<file path="src/design/msfd_pkg.sv">
// Shared types, constants and register codes of the multi-server dispatcher.
`default_nettype none
package msfd_pkg;
	localparam int DEF_SERVER_COUNT = 8;
	localparam int DEF_QUEUE_DEPTH = 128;

	localparam logic [0:0] REG_NUM_SERVERS = 1'd0;
	localparam logic [0:0] REG_SERVICE_TIME = 1'd1;

	localparam logic KIND_COMPLETION = 1'b0;
	localparam logic KIND_SUMMARY = 1'b1;

	typedef struct packed {
		logic arrival;
		logic service_only;
	} tick_in_t;

	typedef struct packed {
		logic        kind;
		logic [2:0]  server_index;
		logic [15:0] customer_number;
		logic [31:0] finish_tick;
		logic [7:0]  queue_count;
		logic [3:0]  busy_count;
		logic [31:0] completed_total;
		logic [31:0] total_wait;
		logic        arrival_dropped;
		logic        last;
	} tick_out_t;
endpackage
`default_nettype wire

</file>
<file path="src/design/msfd_ram.sv">
// Generic single-port-write, single-port-read RAM with registered read data.
`default_nettype none
module msfd_ram #(
	parameter int WIDTH = 16,
	parameter int DEPTH = 128
) (
	input  wire logic                     clk,
	input  wire logic                     we,
	input  wire logic [$clog2(DEPTH)-1:0] waddr,
	input  wire logic [WIDTH-1:0]         wdata,
	input  wire logic [$clog2(DEPTH)-1:0] raddr,
	output logic      [WIDTH-1:0]         rdata
);
	logic [WIDTH-1:0] mem_q [DEPTH];

	always_ff @(posedge clk) begin
		if (we) begin
			mem_q[waddr] <= wdata;
		end
		rdata <= mem_q[raddr];
	end
endmodule
`default_nettype wire

</file>
<file path="src/design/msfd_front.sv">
// Front part: input queue of tick beats between the port and the engine.
`default_nettype none
module msfd_front import msfd_pkg::*; (
	input  wire logic     clk,
	input  wire logic     arst_n,
	input  wire logic     push,
	output logic          full,
	input  wire tick_in_t in_data,
	output logic          avail,
	input  wire logic     take,
	output tick_in_t      head
);
	tick_in_t  buf_q [2];
	logic      wp_q, rp_q;
	logic [1:0] cnt_q;
	logic      do_push, do_pop;

	assign full = (cnt_q == 2'd2);
	assign avail = (cnt_q != 2'd0);
	assign head = buf_q[rp_q];
	assign do_push = push && !full;
	assign do_pop = take && avail;

	always_ff @(posedge clk) begin
		if (do_push) begin
			buf_q[wp_q] <= in_data;
		end
	end

	always_ff @(posedge clk or negedge arst_n) begin
		if (!arst_n) begin
			wp_q <= 1'b0;
			rp_q <= 1'b0;
			cnt_q <= 2'd0;
		end else begin
			if (do_push) wp_q <= ~wp_q;
			if (do_pop) rp_q <= ~rp_q;
			cnt_q <= cnt_q + {1'b0, do_push} - {1'b0, do_pop};
		end
	end

`ifndef SYNTH
	a_cnt_bound: assert property (@(posedge clk) disable iff (!arst_n) cnt_q <= 2'd2)
		else $error("front queue count overflow");
	a_pop_nonempty: assert property (@(posedge clk) disable iff (!arst_n)
		(cnt_q == 2'd0) |=> !(rp_q != $past(rp_q)))
		else $error("front queue popped while empty");
	a_full_hold: assert property (@(posedge clk) disable iff (!arst_n)
		(full && !take) |=> full)
		else $error("front queue lost an entry");
`endif
endmodule
`default_nettype wire

</file>
<file path="src/design/msfd_engine.sv">
// Back part: sequencer that walks the servers for one tick and emits results.
`default_nettype none
module msfd_engine import msfd_pkg::*; #(
	parameter int SERVER_COUNT = DEF_SERVER_COUNT,
	parameter int QUEUE_DEPTH = DEF_QUEUE_DEPTH
) (
	input  wire logic        clk,
	input  wire logic        arst_n,
	input  wire logic [3:0]  num_servers,
	input  wire logic [15:0] service_time,
	input  wire logic        avail,
	output logic             take,
	input  wire tick_in_t    head,
	output logic             out_valid,
	input  wire logic        out_take,
	output tick_out_t        out_data
);
	localparam int SW = (SERVER_COUNT > 1) ? $clog2(SERVER_COUNT) : 1;
	localparam int CW = $clog2(SERVER_COUNT + 1);
	localparam int QW = $clog2(QUEUE_DEPTH);
	localparam int FW = $clog2(QUEUE_DEPTH + 1);

	localparam logic [2:0] ST_IDLE  = 3'd0;
	localparam logic [2:0] ST_COUNT = 3'd1;
	localparam logic [2:0] ST_ARR   = 3'd2;
	localparam logic [2:0] ST_DISP  = 3'd3;
	localparam logic [2:0] ST_RDW   = 3'd4;
	localparam logic [2:0] ST_SUM   = 3'd5;

	logic [2:0]  state_q;
	logic [SW-1:0] idx_q;
	tick_in_t    cur_q;
	logic        drop_q;
	logic [CW-1:0] busyc_q;

	logic [SERVER_COUNT-1:0] busy_q;
	logic [15:0] rem_q [SERVER_COUNT];
	logic [15:0] cust_q [SERVER_COUNT];

	logic [QW-1:0] qhead_q, qtail_q;
	logic [FW-1:0] qfill_q;
	logic [31:0] tick_q, wait_q, done_q;
	logic [15:0] ccnt_q;

	logic        ov_q;
	tick_out_t   od_q;

	logic [CW-1:0] active;
	logic          last_idx;
	logic [15:0]   rem_dec;
	logic [15:0]   qrdata;
	logic          qwe;
	logic [15:0]   cnext;
	logic [32:0]   wsum;
	logic [31:0]   wadd;
	logic          stall;
	logic          emit;

	assign active = (int'(num_servers) > SERVER_COUNT) ? CW'(SERVER_COUNT)
		: CW'(num_servers);
	assign last_idx = ({{(CW-SW){1'b0}}, idx_q} + CW'(1)) >= active;
	assign rem_dec = rem_q[idx_q] - 16'd1;
	assign cnext = ccnt_q + 16'd1;
	assign qwe = (state_q == ST_ARR) && cur_q.arrival && (qfill_q != FW'(QUEUE_DEPTH));
	assign wadd = 32'(qfill_q);
	assign wsum = {1'b0, wait_q} + {1'b0, wadd};

	// A new beat is loaded into the output register on a completion or on the summary.
	assign stall = ov_q && !out_take;
	assign emit = !stall && (((state_q == ST_COUNT) && busy_q[idx_q] && (rem_dec == 16'd0)) ||
		((state_q == ST_SUM) && !(active != '0 && !last_idx)));

	assign take = (state_q == ST_IDLE) && avail;
	assign out_valid = ov_q;
	assign out_data = od_q;

	msfd_ram #(.WIDTH(16), .DEPTH(QUEUE_DEPTH)) u_queue (
		.clk(clk), .we(qwe), .waddr(qtail_q), .wdata(cnext),
		.raddr(qhead_q), .rdata(qrdata)
	);

	always_ff @(posedge clk) begin
		if (take) cur_q <= head;
	end

	always_ff @(posedge clk or negedge arst_n) begin
		if (!arst_n) begin
			state_q <= ST_IDLE;
			idx_q <= '0;
			drop_q <= 1'b0;
			busyc_q <= '0;
			busy_q <= '0;
			for (int i = 0; i < SERVER_COUNT; i++) begin
				rem_q[i] <= '0;
				cust_q[i] <= '0;
			end
			qhead_q <= '0;
			qtail_q <= '0;
			qfill_q <= '0;
			tick_q <= '0;
			wait_q <= '0;
			done_q <= '0;
			ccnt_q <= '0;
			ov_q <= 1'b0;
			od_q <= '0;
		end else begin
			if (emit) ov_q <= 1'b1;
			else if (out_take) ov_q <= 1'b0;
			unique case (state_q)
				ST_IDLE: begin
					if (avail) begin
						tick_q <= tick_q + 32'd1;
						idx_q <= '0;
						drop_q <= 1'b0;
						busyc_q <= '0;
						state_q <= (active == '0) ? ST_ARR : ST_COUNT;
					end
				end
				ST_COUNT: begin
					// Each count step, with or without a completion, needs the output register free before it advances.
					if (!(ov_q && !out_take)) begin
						if (busy_q[idx_q]) begin
							rem_q[idx_q] <= rem_dec;
							if (rem_dec == 16'd0) begin
								busy_q[idx_q] <= 1'b0;
								if (done_q != 32'hFFFF_FFFF) done_q <= done_q + 32'd1;
								od_q <= '{kind: KIND_COMPLETION, server_index: 3'(idx_q),
									customer_number: cust_q[idx_q], finish_tick: tick_q,
									default: '0};
							end
						end
						if (last_idx) begin
							idx_q <= '0;
							state_q <= ST_ARR;
						end else begin
							idx_q <= idx_q + SW'(1);
						end
					end
				end
				ST_ARR: begin
					if (cur_q.service_only) begin
						idx_q <= '0;
						state_q <= ST_SUM;
					end else begin
						if (cur_q.arrival) begin
							ccnt_q <= cnext;
							if (qfill_q == FW'(QUEUE_DEPTH)) begin
								drop_q <= 1'b1;
							end else begin
								qtail_q <= (qtail_q == QW'(QUEUE_DEPTH - 1)) ? '0
									: qtail_q + QW'(1);
								qfill_q <= qfill_q + FW'(1);
							end
						end
						idx_q <= '0;
						state_q <= ST_RDW;
					end
				end
				ST_RDW: begin
					// Lets the queue read settle on the current head address.
					state_q <= (active == '0) ? ST_SUM : ST_DISP;
				end
				ST_DISP: begin
					if (!busy_q[idx_q] && qfill_q != '0) begin
						busy_q[idx_q] <= 1'b1;
						rem_q[idx_q] <= (service_time == 16'd0) ? 16'd1 : service_time;
						cust_q[idx_q] <= qrdata;
						qhead_q <= (qhead_q == QW'(QUEUE_DEPTH - 1)) ? '0
							: qhead_q + QW'(1);
						qfill_q <= qfill_q - FW'(1);
						if (last_idx) begin
							idx_q <= '0;
							state_q <= ST_SUM;
						end else begin
							idx_q <= idx_q + SW'(1);
							state_q <= ST_RDW;
						end
					end else if (last_idx) begin
						idx_q <= '0;
						state_q <= ST_SUM;
					end else begin
						idx_q <= idx_q + SW'(1);
					end
				end
				ST_SUM: begin
					// Busy servers are counted one per cycle before the summary.
					if (idx_q < SW'(SERVER_COUNT - 1) || !(ov_q && !out_take) ||
						{{(CW-SW){1'b0}}, idx_q} < active) begin
						if ({{(CW-SW){1'b0}}, idx_q} < active && busy_q[idx_q] &&
							!(last_idx && ov_q && !out_take)) begin
							busyc_q <= busyc_q + CW'(1);
						end
					end
					if (active != '0 && !last_idx) begin
						idx_q <= idx_q + SW'(1);
					end else if (!(ov_q && !out_take)) begin
						od_q <= '{kind: KIND_SUMMARY, server_index: 3'd0,
							customer_number: 16'd0, finish_tick: tick_q,
							queue_count: 8'(qfill_q),
							busy_count: 4'(busyc_q + CW'((active != '0) && busy_q[idx_q])),
							completed_total: done_q,
							total_wait: cur_q.service_only ? wait_q
								: (wsum[32] ? 32'hFFFF_FFFF : wsum[31:0]),
							arrival_dropped: drop_q, last: 1'b1};
						if (!cur_q.service_only) begin
							wait_q <= wsum[32] ? 32'hFFFF_FFFF : wsum[31:0];
						end
						state_q <= ST_IDLE;
					end
				end
				default: state_q <= ST_IDLE;
			endcase
		end
	end

`ifndef SYNTH
	a_fill_bound: assert property (@(posedge clk) disable iff (!arst_n)
		qfill_q <= FW'(QUEUE_DEPTH))
		else $error("queue fill exceeds depth");
	a_no_overwrite: assert property (@(posedge clk) disable iff (!arst_n)
		(ov_q && !out_take) |=> (ov_q && $stable(od_q)))
		else $error("waiting result overwritten");
	a_take_idle: assert property (@(posedge clk) disable iff (!arst_n)
		take |=> (state_q != ST_IDLE))
		else $error("tick taken without starting");
`endif
endmodule
`default_nettype wire

</file>
<file path="src/design/multi_server_fifo_dispatcher_top.sv">
// Top level: configuration registers, front queue and tick engine.
// Completions leave one per cycle at best, the summary last; output stalls hold the count
// walk and the summary. The engine takes a new tick only once idle, after its three
// server walks (count, dispatch, summary); a service-only tick skips the dispatch walk,
// and a dispatch to a server other than the last in use re-enters the queue read wait.
// Reset: arst_n clears all server, queue and counter state asynchronously;
// registers return to one server and a service time of one.
`default_nettype none
module multi_server_fifo_dispatcher_top import msfd_pkg::*; #(
	parameter int SERVER_COUNT = DEF_SERVER_COUNT,
	parameter int QUEUE_DEPTH = DEF_QUEUE_DEPTH
) (
	input  wire logic        clk,
	input  wire logic        arst_n,
	input  wire logic        push,
	output logic             full,
	input  wire tick_in_t    in_data,
	output logic             empty,
	input  wire logic        pop,
	output tick_out_t        out_data,
	input  wire logic        psel,
	input  wire logic        penable,
	input  wire logic        pwrite,
	input  wire logic [2:0]  paddr,
	input  wire logic [31:0] pwdata,
	output logic [31:0]      prdata,
	output logic             pready
);
	logic [3:0]  nserv_q;
	logic [15:0] stime_q;
	logic        avail, take, ovalid;
	tick_in_t    head;
	logic        wr;

	assign pready = 1'b1;
	assign wr = psel && penable && pwrite;

	always_ff @(posedge clk or negedge arst_n) begin
		if (!arst_n) begin
			nserv_q <= 4'd1;
			stime_q <= 16'd1;
		end else if (wr && paddr[1:0] == 2'd0) begin
			if (paddr[2] == REG_NUM_SERVERS) nserv_q <= pwdata[3:0];
			else stime_q <= pwdata[15:0];
		end
	end

	always_comb begin
		prdata = '0;
		if (paddr[2] == REG_NUM_SERVERS) prdata = {28'd0, nserv_q};
		else prdata = {16'd0, stime_q};
	end

	msfd_front u_front (
		.clk(clk), .arst_n(arst_n), .push(push), .full(full), .in_data(in_data),
		.avail(avail), .take(take), .head(head)
	);

	msfd_engine #(.SERVER_COUNT(SERVER_COUNT), .QUEUE_DEPTH(QUEUE_DEPTH)) u_engine (
		.clk(clk), .arst_n(arst_n), .num_servers(nserv_q), .service_time(stime_q),
		.avail(avail), .take(take), .head(head),
		.out_valid(ovalid), .out_take(pop), .out_data(out_data)
	);

	assign empty = !ovalid;

`ifndef SYNTH
	a_pready: assert property (@(posedge clk) pready)
		else $error("pready low");
	a_pop_valid: assert property (@(posedge clk) disable iff (!arst_n)
		(pop && !empty) |=> 1'b1)
		else $error("pop check");
	a_summary_last: assert property (@(posedge clk) disable iff (!arst_n)
		!empty |-> (out_data.kind == out_data.last))
		else $error("summary flag mismatch");
`endif
endmodule
`default_nettype wire

</file>
<file path="config.mk">
export PLATFORM = sky130hd
export DESIGN_NAME = multi_server_fifo_dispatcher_top
export DESIGN_NICKNAME = d
export VERILOG_FILES = /design/src/design/msfd_pkg.sv /design/src/design/msfd_ram.sv /design/src/design/msfd_front.sv /design/src/design/msfd_engine.sv /design/src/design/multi_server_fifo_dispatcher_top.sv
export SDC_FILE = /design/constraint.sdc
export NUM_CORES = 2
export LEC_CHECK = 0
export BUFFER_PORTS_ARGS = -buffer_cell sky130_fd_sc_hd__clkbuf_2
export CORE_MARGIN = 2
export CORE_UTILIZATION = 41
export DETAILED_ROUTE_END_ITERATION = 10
export SLEW_MARGIN = 10
export SYNTH_ARGS = -nofsm -noshare
export SYNTH_HDL_FRONTEND = slang
export SYNTH_HIERARCHICAL = 1
export SYNTH_SLANG_ARGS = --single-unit
</file>
<file path="constraint.sdc">
create_clock -name clk -period 7.95 [get_ports clk]
set_clock_uncertainty 0.1 [all_clocks]
set_input_delay 1.59 -clock clk [delete_from_list [all_inputs] [get_ports clk]]
set_output_delay 1.59 -clock clk [all_outputs]
set_load 0.02 [all_outputs]
</file>
==> impl_metrics.json <==
{
  "status": "completed",
  "hpwl_um": 150000,
  "grt_pass1_wl_um": 377100,
  "num_rows": 186,
  "finalPower_mw": 37.58,
  "insertion_delay_ns": 0.93,
  "ys_async_sr_fraction": 0.2138,
  "switching_share": 0.2871,
  "seqPwrFrac": 0.437,
  "fin_tns_setup_ns": 0,
  "ys_types": 88,
  "cts_resized": 0,
  "rsz0062_at_grt": "no",
  "gr-total-overflow": 0,
  "maxSlewHeadroom": 0.1821,
  "gp_congestion": 0.8150,
  "dieWidth_um": 511.4,
  "clk_path_buf_depth": 4,
  "critPathRequiredTime_ns": 8.70,
  "clkPwrFrac": 0.344,
  "critPathKind": "reg2reg",
  "multi_input_area_mm2": 0.02828,
  "layout-drive-gt1-share": 0.2974,
  "h-tree-depth": 5,
  "seq_area_frac_synth": 0.7209,
  "core-area_mm2": 0.2565,
  "wire_per_inst_um": 27.18,
  "reg2reg_from": "u_engine/idx_q[0]$_DFFE_PN0P_",
  "p_leak_nw": 40.48,
  "post-cts-setup-buffers": 0,
  "first_iter_violations": 5618,
  "ys.warnings.count": 6,
  "io_buffers": 175,
  "tightest_slew_ns": 1.224,
  "vias": 53930,
  "start_util": 0.4115,
  "nets": 5985,
  "grt_pass1_vias": 54145,
  "p_comb_frac": 0.218,
  "hold_buffers": 0,
  "drtPass1Iterations": 5,
  "setup_violations": 0,
  "end_kind": "flop",
  "min-delay-start": "u_engine/out_data[20]$_DFFE_PN0P_",
  "die_y_um": 511.4,
  "period_minus_slack_ns": 5.538,
  "dieArea_mm2": 0.2615,
  "period_share": 0.6966,
  "syn_area_mm2": 0.1055,
  "ys.flop_type": "edfxtp_1",
  "synth-seq-cells": 2633,
  "ios": 209,
  "numCtsBuffers": 294,
  "cts_root_buf": "clkbuf_16",
  "rr_worst_depth": 12,
  "p_per_area_mw_per_mm2": 311.7,
  "irDropWorstVdd_uv": 338.2,
  "hp-class": "reg2reg",
  "power_switching_mw": 10.79,
  "ant_nets": 0,
  "min_to": "u_engine/out_data[20]$_DFFE_PN0P_",
  "avgSynthCellArea_um2": 19.18,
  "regArea_mm2": 0.07612,
  "wirelength_um": 258100,
  "min_path_cells": 2,
  "syn_inst": 5503,
  "syn_to_final_growth_pct": 14.25,
  "fill_cells": 21384,
  "grt_antenna_before_repair": 6,
  "p_int_mw": 26.79,
  "path_max_fanout": 54,
  "timing.rr.end": "u_engine/done_q[21]$_DFFE_PN0P_",
  "cts_tree": "done",
  "final_hold_viol_count": 0,
  "fmax_mhz": 180.6,
  "drc": 0,
  "cts_sinks": 2633,
  "synth_edf_count": 2054,
  "ff2ff_setup_slack_ns": 2.41,
  "crit_path_start_kind": "flop",
  "grt_max_degree": 164,
  "path_clk_slew_ns": 0.06,
  "grt_usage": 0.1955,
  "worstPathArrival_ns": 6.29,
  "maxCapViolations": 0,
  "vias_per_cell": 5.677,
  "drv_slew": 0
}
==> power groups by stage <==
stage	combinational, mW	sequential [mW]	clock (mW)
floorplan	5.81	16.4	0
global placement	8.23	16.7	0
detailed placement	8.32	16.7	0
CTS	8.33	16.4	13.2
global route	8.81	16.5	13.7
finish	8.21	16.4	12.9
==> sequential cells by signal, summed over array words and instances, names as in the netlist, 16 cells and up, named ones only <==
signal / cells
u_engine/done_q: 32
u_engine/ccnt_q: 16
u_engine/out_data: 129
u_engine/cust_q: 128
u_engine/u_queue/mem_q: 2048
u_engine/u_queue/rdata: 16
stime_q: 16
u_engine/rem_q: 128
u_engine/tick_q: 32
u_engine/wait_q: 32
==> area by class of cell <==
| class | instances | share of cell area |
|---|---|---|
| sequential | 2633 | 0.6313 |
| multi-input combinational | 2538 | 0.2345 |
| clock buffer | 373 | 0.06520 |
| tap | 3384 | 0.03511 |
| timing repair buffer | 397 | 0.02265 |
| clock inverter | 127 | 0.009816 |
| inverter | 41 | 0.001297 |
| antenna | 6 | 0.0001245 |
==> per-layer routing <==
| metal | track usage | wire length, um |
|---|---|---|
| met4 | 0.05373 | 6288 |
| met1 | 0.2793 | 111600 |
| met3 | 0.03326 | 16570 |
| met5 | 0 | 0 |
| met2 | 0.3107 | 123700 |
==> Yosys cell counts, types with 4 or more instances <==
| cell type | count | area, um2 |
|---|---|---|
| inv_1 | 40 | 150.1 |
| and3_1 | 36 | 225.2 |
| mux2_4 | 4 | 60.06 |
| clkbuf_1 | 159 | 596.8 |
| nor2_1 | 282 | 1059 |
| mux4_2 | 718 | 16170 |
| o21a_1 | 5 | 37.54 |
| edfxtp_1 | 2054 | 61680 |
| buf_4 | 21 | 157.7 |
| a21o_1 | 51 | 382.9 |
| buf_6 | 7 | 78.83 |
| a22o_1 | 40 | 350.3 |
| mux2i_1 | 43 | 430.4 |
| nor2b_1 | 17 | 106.4 |
| xor2_1 | 60 | 525.5 |
| nor3_2 | 4 | 40.04 |
| o31ai_1 | 12 | 90.09 |
| nand3_1 | 74 | 370.4 |
| a21oi_1 | 100 | 500.5 |
| xnor2_1 | 80 | 700.7 |
| o21ai_1 | 10 | 50.05 |
| a22oi_1 | 5 | 37.54 |
| o21ai_0 | 154 | 770.7 |
| nand2b_1 | 17 | 106.4 |
| dfxtp_1 | 16 | 320.3 |
| nand4_1 | 26 | 162.7 |
| buf_1 | 37 | 138.9 |
| ha_1 | 34 | 425.4 |
| and2_1 | 17 | 106.4 |
| nor4_2 | 7 | 87.58 |
| buf_2 | 81 | 405.4 |
| mux2_2 | 225 | 2534 |
| nor4_1 | 17 | 106.4 |
| and4_1 | 5 | 43.79 |
| mux2_1 | 7 | 78.83 |
| or3_1 | 5 | 31.28 |
| dfrtp_1 | 561 | 14040 |
| nor3_1 | 63 | 315.3 |
| a31oi_1 | 11 | 68.82 |
| a221oi_1 | 8 | 70.07 |
| o22ai_1 | 5 | 31.28 |
| nand2_1 | 313 | 1175 |
==> cell usage in the layout, fill, tap and decap left out, types with 13 or more instances in the layout <==
cell type | netlist | routed
a21o_1 | 51 | 51
a21oi_1 | 100 | 100
a22o_1 | 40 | 40
and2_1 | 17 | 17
and3_1 | 36 | 35
buf_12 | 0 | 14
buf_4 | 21 | 207
bufinv_16 | 0 | 21
clkbuf_1 | 159 | 65
clkbuf_16 | 0 | 300
clkbuf_2 | 1 | 174
clkinv_1 | 0 | 39
clkinv_2 | 0 | 48
conb_1 | 2 | 17
dfrtp_1 | 561 | 552
dfxtp_1 | 16 | 16
edfxtp_1 | 2054 | 2054
ha_1 | 34 | 33
inv_1 | 40 | 39
mux2_2 | 225 | 225
mux2i_1 | 43 | 43
mux4_2 | 718 | 718
nand2_1 | 313 | 313
nand2b_1 | 17 | 17
nand3_1 | 74 | 73
nand4_1 | 26 | 26
nor2_1 | 282 | 279
nor2b_1 | 17 | 17
nor3_1 | 63 | 54
nor3_2 | 4 | 13
nor4_1 | 17 | 17
o21ai_0 | 154 | 153
xnor2_1 | 80 | 76
xor2_1 | 60 | 50
==> how the worst max path moves through the flow <==
stage,to,start,cells past startpoint
finish,u_engine/done_q[21]$_DFFE_PN0P_,u_engine/idx_q[0]$_DFFE_PN0P_,12
global route,u_engine/done_q[21]$_DFFE_PN0P_,u_engine/idx_q[0]$_DFFE_PN0P_,12
CTS,u_engine/done_q[27]$_DFFE_PN0P_,u_engine/idx_q[0]$_DFFE_PN0P_,12
detailed placement,u_engine/done_q[27]$_DFFE_PN0P_,u_engine/idx_q[0]$_DFFE_PN0P_,12
global placement,u_engine/done_q[27]$_DFFE_PN0P_,u_engine/idx_q[0]$_DFFE_PN0P_,12
floorplan,u_engine/u_queue/mem_q[0][15]$_DFFE_PP_,u_engine/ccnt_q[2]$_DFFE_PN0P_,8
==> critical path: stages (launching register included) <==
cell	delay [ns]
dfrtp_4	0.99
buf_4	0.39
mux4_2	0.58
mux2_2	0.32
nor2_1	0.19
nand3_2	0.26
nor4_1	0.43
a311oi_2	0.13
a2111oi_4	0.71
nand3_2	0.47
buf_4	0.37
nor4_2	0.29
xor2_1	0.19
==> kinds of logic (layout without fill, tap and decap cells) <==
logic type | Yosys count | in the layout | synth area share
flip-flops | 2633 | 2633 | 0.7209
multiplexers | 997 | 997 | 0.1826
AND/OR/NAND/NOR | 904 | 904 | 0.03906
AO/OA/AOI/OAI | 444 | 444 | 0.02672
buffers and inverters | 347 | 938 | 0.01456
XOR/XNOR | 140 | 140 | 0.01162
adder cells (fa/ha/maj) | 36 | 36 | 0.004410
other | 2 | 23 | 0.00007116
==> through the flow <==
step,utilization,setup slack (ns),instance area (um2),instances,hold WS (ns)
floorplan,-,1.581,105600,5518,0.3409
global route,0.4701,2.063,120600,9495,0.3920
detailed placement,0.4347,2.356,111500,8992,0.3616
global placement,0.4347,2.436,111500,8992,0.3552
finish,0.4702,2.412,120600,9499,0.3704
CTS,0.4700,2.343,120500,9492,0.3765
(Power assumes the default switching activity.)
